`config.mk`:
```
export PLATFORM = sky130hd
export DESIGN_NAME = bitmap_slab_slot_allocator
export DESIGN_NICKNAME = d
export VERILOG_FILES = /design/src/hdl/bssa_pkg.sv /design/src/hdl/bitmap_slab_slot_allocator.sv
export SDC_FILE = /design/constraint.sdc
export NUM_CORES = 1
export LEC_CHECK = 0
export ABC_AREA = 0
export BUFFER_PORTS_ARGS = -buffer_cell sky130_fd_sc_hd__buf_2
export CAP_MARGIN = 20
export CORE_ASPECT_RATIO = 0.75
export CORE_MARGIN = 5
export CORE_UTILIZATION = 25
export CTS_BUF_LIST = sky130_fd_sc_hd__clkbuf_8
export DETAILED_ROUTE_END_ITERATION = 8
export PLACE_DENSITY = 0.5
export SYNTH_ARGS = -nofsm -noshare
export SYNTH_HDL_FRONTEND = slang
export SYNTH_SLANG_ARGS = --single-unit
```
`constraint.sdc`:
```
create_clock -name clk -period 3.8 [get_ports clk]
set_input_delay 0.76 -clock clk [delete_from_list [all_inputs] [get_ports clk]]
set_output_delay 0.76 -clock clk [all_outputs]
set_load 0.05 [all_outputs]
```
`src/hdl/bssa_pkg.sv`:
```
// shared constants and field widths for the slab slot allocator
`timescale 1ns / 1ps

package bssa_pkg;

	// default geometry of the bucket chain
	localparam int MAX_BUCKETS_DEF      = 8;
	localparam int SLOTS_PER_BUCKET_DEF = 32;

	// fixed widths of the request and response fields
	localparam int CMD_W    = 1;
	localparam int BUCKET_W = 3;
	localparam int SLOT_W   = 5;

	// request codes
	localparam logic [CMD_W-1:0] CMD_ALLOC = 1'b0;
	localparam logic [CMD_W-1:0] CMD_FREE  = 1'b1;

endpackage

```
`src/hdl/bitmap_slab_slot_allocator.sv`:
```
// slab slot allocator: chain of buckets with a used bitmap per bucket
//
//  channel | direction | handshake             | fields
//  --------+-----------+-----------------------+--------------------------------
//  req     | in        | req_valid, req_stall  | cmd, free_bucket, free_slot
//  rsp     | out       | rsp_valid, rsp_stall  | ok, got_bucket, got_slot
//
// one request per cycle sustained while rsp_stall is low; each transfer passes
// through the request register and then the response register to its response.
// the bitmaps live in flip-flops, so the priority search over every bucket
// finishes between those two registers and the state updates at the same edge.
// reset clears all bitmaps and leaves bucket 0 active; no clearing pass.
// a stalled response holds the pipe; a new request still enters when the
// request register drains into the response register in the same cycle.
`timescale 1ns / 1ps

module bitmap_slab_slot_allocator #(
	parameter int MAX_BUCKETS      = bssa_pkg::MAX_BUCKETS_DEF,
	parameter int SLOTS_PER_BUCKET = bssa_pkg::SLOTS_PER_BUCKET_DEF
) (
	input  logic                         clk,
	input  logic                         arst_n,
	input  logic                         req_valid,
	output logic                         req_stall,
	input  logic [bssa_pkg::CMD_W-1:0]    cmd,
	input  logic [bssa_pkg::BUCKET_W-1:0] free_bucket,
	input  logic [bssa_pkg::SLOT_W-1:0]   free_slot,
	output logic                         rsp_valid,
	input  logic                         rsp_stall,
	output logic                         ok,
	output logic [bssa_pkg::BUCKET_W-1:0] got_bucket,
	output logic [bssa_pkg::SLOT_W-1:0]   got_slot
);
	import bssa_pkg::*;

	localparam int BW = (MAX_BUCKETS > 1) ? $clog2(MAX_BUCKETS) : 1;
	localparam int SW = $clog2(SLOTS_PER_BUCKET);
	localparam int AW = $clog2(MAX_BUCKETS + 1);

	// request register
	logic                valid_s1;
	logic [CMD_W-1:0]    cmd_s1;
	logic [BUCKET_W-1:0] free_bucket_s1;
	logic [SLOT_W-1:0]   free_slot_s1;

	// allocator state
	logic [SLOTS_PER_BUCKET-1:0] used_q [MAX_BUCKETS];
	logic [AW-1:0]               active_q;

	// response register
	logic                valid_s2;
	logic                ok_s2;
	logic [BUCKET_W-1:0] got_bucket_s2;
	logic [SLOT_W-1:0]   got_slot_s2;

	logic advance;
	logic take_req;
	logic take_s1;

	// search results
	logic [MAX_BUCKETS-1:0] has_free;
	logic [SW-1:0]          top_slot [MAX_BUCKETS];
	logic                   any_found;
	logic [BW-1:0]          found_b;

	// next state and response
	logic [SLOTS_PER_BUCKET-1:0] used_d [MAX_BUCKETS];
	logic [AW-1:0]               active_d;
	logic                        ok_d;
	logic [BUCKET_W-1:0]         got_bucket_d;
	logic [SLOT_W-1:0]           got_slot_d;
	logic                        free_hit;
	logic [BW-1:0]               fb_idx;
	logic [SW-1:0]               fs_idx;

	// handshake: the response register frees up when empty or taken
	assign advance   = ~valid_s2 | ~rsp_stall;
	assign req_stall = valid_s1 & ~advance;
	assign take_req  = req_valid & ~req_stall;
	assign take_s1   = valid_s1 & advance;

	// per bucket: is it active with a free slot, and its highest free slot
	always_comb begin
		for (int b = 0; b < MAX_BUCKETS; b++) begin
			has_free[b] = 1'b0;
			top_slot[b] = '0;
			for (int s = 0; s < SLOTS_PER_BUCKET; s++) begin
				if (!used_q[b][s]) begin
					has_free[b] = (b < int'(active_q));
					top_slot[b] = SW'(s);
				end
			end
		end
	end

	// lowest-numbered bucket with room wins
	always_comb begin
		any_found = 1'b0;
		found_b   = '0;
		for (int b = MAX_BUCKETS - 1; b >= 0; b--) begin
			if (has_free[b]) begin
				any_found = 1'b1;
				found_b   = BW'(b);
			end
		end
	end

	// free request decode
	assign fb_idx   = BW'(free_bucket_s1);
	assign fs_idx   = SW'(free_slot_s1);
	assign free_hit = (int'(free_bucket_s1) < int'(active_q)) &&
	                  (int'(free_bucket_s1) < MAX_BUCKETS) &&
	                  (int'(free_slot_s1) < SLOTS_PER_BUCKET);

	// state update and response for the request in the input register
	always_comb begin
		used_d       = used_q;
		active_d     = active_q;
		ok_d         = 1'b0;
		got_bucket_d = '0;
		got_slot_d   = '0;
		if (cmd_s1 == CMD_FREE) begin
			if (free_hit) begin
				used_d[fb_idx][fs_idx] = 1'b0;
				ok_d                   = 1'b1;
			end
		end else if (any_found) begin
			used_d[found_b][top_slot[found_b]] = 1'b1;
			ok_d         = 1'b1;
			got_bucket_d = BUCKET_W'(found_b);
			got_slot_d   = SLOT_W'(top_slot[found_b]);
		end else if (int'(active_q) < MAX_BUCKETS) begin
			// every active bucket is full: open the next one, take its top slot
			used_d[BW'(active_q)][SLOTS_PER_BUCKET-1] = 1'b1;
			active_d     = active_q + AW'(1);
			ok_d         = 1'b1;
			got_bucket_d = BUCKET_W'(active_q);
			got_slot_d   = SLOT_W'(SLOTS_PER_BUCKET - 1);
		end
	end

	// control and state registers
	always_ff @(posedge clk or negedge arst_n) begin
		if (!arst_n) begin
			valid_s1 <= 1'b0;
			valid_s2 <= 1'b0;
			active_q <= AW'(1);
			for (int b = 0; b < MAX_BUCKETS; b++) begin
				used_q[b] <= '0;
			end
		end else begin
			if (take_req) begin
				valid_s1 <= 1'b1;
			end else if (take_s1) begin
				valid_s1 <= 1'b0;
			end
			if (advance) begin
				valid_s2 <= valid_s1;
			end
			if (take_s1) begin
				used_q   <= used_d;
				active_q <= active_d;
			end
		end
	end

	// payload registers
	always_ff @(posedge clk) begin
		if (take_req) begin
			cmd_s1         <= cmd;
			free_bucket_s1 <= free_bucket;
			free_slot_s1   <= free_slot;
		end
		if (take_s1) begin
			ok_s2         <= ok_d;
			got_bucket_s2 <= got_bucket_d;
			got_slot_s2   <= got_slot_d;
		end
	end

	assign rsp_valid  = valid_s2;
	assign ok         = ok_s2;
	assign got_bucket = got_bucket_s2;
	assign got_slot   = got_slot_s2;

endmodule

```
## After elaboration in Yosys (flattened, before gate mapping)

Index checks and enable logic that the tools add are counted.

- Input port bits: 13
- Register bits after elaboration: 280
- Word-level logic and storage cells: 612

- Multiplexer cells: 547
- Reductions and logical operators: 9
- Equal/unequal tests: 1
- Magnitude comparators: 20
- Bitwise gates (word level): 17
- $add $sub $neg: 1

Operators with widths:

| kind | count |
|---|---|
| $mux 5 | 243 |
| $mux 256 | 4 |
| $or 256x256->256 | 2 |
| $demux 32 s3 | 3 |
| $mux 1 | 280 |
| $and 256x256->256 | 1 |
| $not 256->256 | 1 |
| $mux 32 | 3 |
| $mux 3 | 10 |
| $lt 3x4->1 const A | 4 |
| $bmux 5 s3 | 1 |
| $ge 4x4->1 const B | 3 |
| $lt 4x1->1 const B | 3 |
| $lt 5x6->1 const B | 2 |
| $not 3->4 | 3 |
| $demux 1 s5 | 2 |
| $ge 5x1->1 const B | 2 |
| $lt 1x4->1 const A | 2 |
| $lt 2x4->1 const A | 2 |
| $not 1->1 | 6 |
| $logic_and 1x1->1 | 5 |
| $add 4x1->4 const B | 1 |
| $lt 3x4->1 | 1 |
| $lt 4x4->1 const B | 1 |
| other kinds (8) | 10 |

## Logic depth before layout (Yosys ltp)

- Depth after elaboration: 54
- Mapped depth: 17

## Worst setup path before layout

Ideal clock, no wire load.

- Path kind: flip-flop to flip-flop
- Start: register active_q[1]
- End: register used_q[211] (netlist bit)
- Data arrival time: 3.063 ns
- Setup slack: 0.645 ns
- Period minus slack after synthesis: 3.155 ns
- Cell stages (with the launch flop): 18
- Setup time: 0.092 ns
- Path through: dfrtp_1 clkbuf_1 inv_1 ha_1 inv_1 a21oi_1 a21oi_1 nor4_4 and3_1 buf_2 nand4_1 nand3_2 and2_1 buf_6 or3_1 buf_2 buf_6 o31ai_2

- Word-level cells in the longest chain between the ends: 54
- Elaborated cells on any way between the ends: 306
- Those cells by class: 14 x order compare; 1 x eq/ne; 283 x mux; 4 x bitwise; 4 x reduce/logical

RTL lines:

| element | RTL line | text |
|---|---|---|
| from (decl) | bitmap_slab_slot_allocator.sv:48 | `logic [AW-1:0] active_q;` |
| from (signal assigned) | bitmap_slab_slot_allocator.sv:162 | `active_q <= active_d;` |
| $lt 3x4->1 | bitmap_slab_slot_allocator.sv:89 | `has_free[b] = (b < int'(active_q));` |
| $mux 1 (32 in series) | bitmap_slab_slot_allocator.sv:88 | `if (!used_q[b][s]) begin` |
| $mux 3 (8 in series) | bitmap_slab_slot_allocator.sv:101 | `if (has_free[b]) begin` |
| $not 3->4 (not written as such) | bitmap_slab_slot_allocator.sv:128 | `used_d[found_b][top_slot[found_b]] = 1'b1;` |
| $bmux 5 s3 | bitmap_slab_slot_allocator.sv:128 |  |
| $mux 5 (not written as such) (2 in series) | bitmap_slab_slot_allocator.sv:128 |  |
| $lt 5x6->1 (not written as such) / $ge 5x1->1 (equally long branches) | bitmap_slab_slot_allocator.sv:128 |  |
| $logic_and 1x1->1 (not written as such) | bitmap_slab_slot_allocator.sv:128 |  |
| $mux 1 (not written as such) | bitmap_slab_slot_allocator.sv:128 |  |
| $demux 1 s5 | bitmap_slab_slot_allocator.sv:128 |  |
| $mux 32 (not written as such) | bitmap_slab_slot_allocator.sv:128 |  |
| $demux 32 s3 | bitmap_slab_slot_allocator.sv:128 |  |
| $or 256x256->256 (no source line) | - |  |
| $mux 256 | bitmap_slab_slot_allocator.sv:127 | `end else if (any_found) begin` |
| $mux 256 | bitmap_slab_slot_allocator.sv:122 | `if (cmd_s1 == CMD_FREE) begin` |
| to (signal assigned) | bitmap_slab_slot_allocator.sv:161 | `used_q <= used_d;` |
| to (decl) | bitmap_slab_slot_allocator.sv:47 | `logic [SLOTS_PER_BUCKET-1:0] used_q [MAX_BUCKETS];` |

Several ways; a longest one is shown, not always the timed one. The select of a mux whose other input is x is not followed.
A chain may end at the register's enable or synchronous reset.

## Worst setup path after layout

- Start: register used_q[159] (netlist bit)
- End: register used_q[95] (netlist bit)

- Word-level cells in the longest chain between the ends: 18
- Elaborated cells on any way between the ends: 29
- Those cells by class: 4 x order compare; 19 x mux; 2 x bitwise; 4 x reduce/logical

RTL lines:

| element | RTL line |
|---|---|
| $mux 1 | bitmap_slab_slot_allocator.sv:88 |
| $mux 3 (4 in series) | bitmap_slab_slot_allocator.sv:101 |
| $not 3->4 (not written as such) | bitmap_slab_slot_allocator.sv:128 |
| $bmux 5 s3 | bitmap_slab_slot_allocator.sv:128 |
| $mux 5 (not written as such) (2 in series) | bitmap_slab_slot_allocator.sv:128 |
| $lt 5x6->1 (not written as such) / $ge 5x1->1 (equally long branches) | bitmap_slab_slot_allocator.sv:128 |
| $logic_and 1x1->1 (not written as such) | bitmap_slab_slot_allocator.sv:128 |
| $mux 1 (not written as such) | bitmap_slab_slot_allocator.sv:128 |
| $demux 1 s5 | bitmap_slab_slot_allocator.sv:128 |
| $mux 32 (not written as such) | bitmap_slab_slot_allocator.sv:128 |
| $demux 32 s3 | bitmap_slab_slot_allocator.sv:128 |
| $or 256x256->256 (no source line) | - |
| $mux 256 | bitmap_slab_slot_allocator.sv:127 |
| $mux 256 | bitmap_slab_slot_allocator.sv:122 |

Several ways; a longest one is shown, not always the timed one. The select of a mux whose other input is x is not followed.

==> results.json <==
{
  "status": "finished clean",
  "row_count": 78,
  "endpoint_kind": "register",
  "critPathLaunchType": "register",
  "async_flop_share": 0.936,
  "finish.instance_area_um2": 18900,
  "hp-class": "in2async",
  "postSynthNetCount": 1667,
  "antenna_found_initial": 4,
  "relSlewSlack": 0.183,
  "initial_core_util": 0.252,
  "clk_pin_slew_ns": 0.06,
  "synth_edf_count": 18,
  "fill_cells": 6339,
  "routed_wl_um": 70700,
  "critPathArrivalTime_ns": 4.27,
  "ys_ff_latch": 280,
  "synthTopCellsByCount": "o21ai_0 (402), dfrtp_1 (261), nand2_1 (125)",
  "grt_util_met1": 0.302,
  "cts_buffers": 47,
  "vias": 15400,
  "timing.rr.end": "used_q[95]$_DFFE_PN0P_",
  "wl_per_cell_um": 26.4,
  "viasPerCell": 5.77,
  "cts_tree": "done",
  "grt_busiest_layer": "met1",
  "vdd_ir_drop_max_uv": 980,
  "drc": 0,
  "detail-route-antenna-nets": 0,
  "synth_top_area_frac": 0.430,
  "rsz0062_at_grt": "yes",
  "grt_first_pass_wirelength_um": 102000,
  "crit_type": "reg2reg",
  "grt_pass1_vias": 14500,
  "io_buffers": 23,
  "fin_nets": 1853,
  "maxSlewViolCount": 0,
  "drtPass1Iterations": 6,
  "period_needed_ns": 3.73,
  "synth_cells": 1650,
  "regToRegStartpoint": "used_q[159]$_DFFE_PN0P_",
  "area_growth_pct": 24.2,
  "synth.avg_cell_area_um2": 9.20,
  "die_width_um": 295,
  "place_area_um2": 17500,
  "ctsLongestPathBuffers": 3,
  "yosysSeqAreaShare": 0.467,
  "cts_hold_buf": 0,
  "max_freq_ghz": 0.268,
  "rr_worst_depth": 14,
  "synthFlopType": "dfrtp_1",
  "cp.required_ns": 4.34,
  "hold_viol": 0,
  "gr-usage-all-layers": 0.207,
  "place.detailed.hpwl_um": 47100,
  "fin_skew_ns": 0.0333,
  "core_area_um2": 60300,
  "h-tree-depth": 2,
  "synthTopCellsByArea": "dfrtp_1 (43%), o21ai_0 (13%), o31ai_1 (5.3%)",
  "max_slew.worst_pin.slew_ns": 1.22,
  "setup_viol": 0,
  "whs_ns": 0.101,
  "rrSetupSlack_ns": 0.07,
  "power_w": 0.0146,
  "num_io_pins": 24,
  "syn-cell-area_um2": 15200,
  "drive_gt1_frac": 0.216,
  "first_iter_violations": 1984,
  "p_leak_nw": 7.25,
  "fp.dieArea_um2": 65800,
  "synth_warnings": 0,
  "place_congestion": 1.01,
  "layout_setup_ws_ns": 0.0712,
  "grtUsageMet2": 0.283,
  "synth.most_common_cell": "o21ai_0",
  "powerDensity_nw_per_um2": 774,
  "overflow": 0,
  "ctsRootBufferMaster": "clkbuf_8",
  "cap_viol_max_count": 0,
  "clk_latency_ns": 0.62,
  "grtUsageMet3": 0.0732,
  "clkSinkCount": 280,
  "ys_types": 91,
  "die_h_um": 223,
  "path_max_fanout": 6,
  "synth_top_cell_by_area": "dfrtp_1",
  "grt_max_degree": 82,
  "fin_crit_sh": 0.981,
  "place_ws_ns": -0.103
}
-- worst max-delay path, stage by stage, from the launching register on --
cell and delay, ns:
dfrtp_1 0.36, nand4_1 0.25, nor4_4 0.46, buf_4 0.20, a41oi_4 0.15, or2_4 0.33, buf_4 0.16, nor4_1 0.33
a2111o_1 0.17, buf_4 0.13, mux2i_4 0.08, a21oi_4 0.27, nand4_1 0.24, a221oi_2 0.38, buf_4 0.16
-- layout by cell type, fill, tap and decap left out, types with 12 or more instances in the layout --
| cell type | instances |
|---|---|
| o31ai_1 | 104 |
| buf_12 | 18 |
| nand4_1 | 83 |
| nand2b_1 | 18 |
| dfrtp_1 | 258 |
| o21ai_0 | 401 |
| a21oi_1 | 43 |
| o21ai_1 | 31 |
| nor3_1 | 12 |
| a31oi_1 | 23 |
| buf_4 | 182 |
| nand3_1 | 58 |
| inv_1 | 71 |
| edfxtp_1 | 18 |
| clkbuf_8 | 59 |
| o31ai_2 | 23 |
| buf_2 | 22 |
| nand2_1 | 125 |
| nor2_1 | 39 |
-- flip-flops by register name, summed over array words and instances, names as in the netlist, 3 cells and up --
register and count:
fb_idx 3, got_slot 5, active_q 4, used_q 256, got_bucket 3, free_slot_s1 5
-- per-layer routing --
layer / wire [um] / up-vias
met2: 28500 / 771
met5: 20 / -
met1: 32200 / 7840
met4: 2040 / 2
met3: 7930 / 119
li1: - / 6700
-- how the worst max path moves through the flow --
| stage | startpoint | end | slack, ns | depth (start not counted) |
|---|---|---|---|---|
| floorplan | active_q[1]$_DFFE_PN0P_ | used_q[211]$_DFFE_PN0P_ | 0.64 | 17 |
| global placement | used_q[159]$_DFFE_PN0P_ | used_q[95]$_DFFE_PN0P_ | -0.07 | 14 |
| detailed placement | used_q[159]$_DFFE_PN0P_ | used_q[187]$_DFFE_PN0P_ | -0.10 | 12 |
| CTS | active_q[0]$_DFFE_PN1P_ | used_q[187]$_DFFE_PN0P_ | 0.001 | 14 |
| global route | used_q[245]$_DFFE_PN0P_ | used_q[95]$_DFFE_PN0P_ | -0.03 | 15 |
| finish | used_q[159]$_DFFE_PN0P_ | used_q[95]$_DFFE_PN0P_ | 0.07 | 14 |
-- report_power, final --
group,leakage (nW),internal (W),switching [W]
registers,3.79,0.00328,0.000263
logic,2.94,0.00271,0.00555
clock network,0.522,0.00146,0.00134
-- metrics by stage --
stage                      util  instances  setup TNS [ns]
after floorplan               -       1650               0
after global placement    0.291       2573          -0.714
after detailed placement  0.291       2573           -1.23
after CTS                 0.307       2657               0
after global routing      0.312       2668         -0.0567
final                     0.313       2673               0
-- cell families (layout without fill, tap and decap cells) --
kind of cell,after synthesis,after routing,synth area share
other cells,0,6,0
buf+inv,151,368,0.0430
fa+ha+maj,4,4,0.00330
xor+xnor,2,2,0.00115
compound gates,761,761,0.315
flops,280,280,0.467
mux,5,5,0.00437
simple gates,447,447,0.166
-- what timing repair did --
action | 4_1_cts | 5_1_grt
gates resized for setup | 5 | 47
setup endpoints to repair | 39 | 223
setup buffers | 4 | 8
pin swaps | 3 | 25
gates cloned | 0 | 2
-- area by class of cell --
type	count	area, um^2	area share
antenna	6	15.0	0.000796
clock buffer	59	812	0.0431
clock inverter	21	123	0.00650
inverter	59	221	0.0117
multi-input combinational	1219	7630	0.405
sequential	280	7100	0.377
tap	800	1000	0.0531
timing repair buffer	229	1950	0.103
Power figures use the tool's default switching activity.
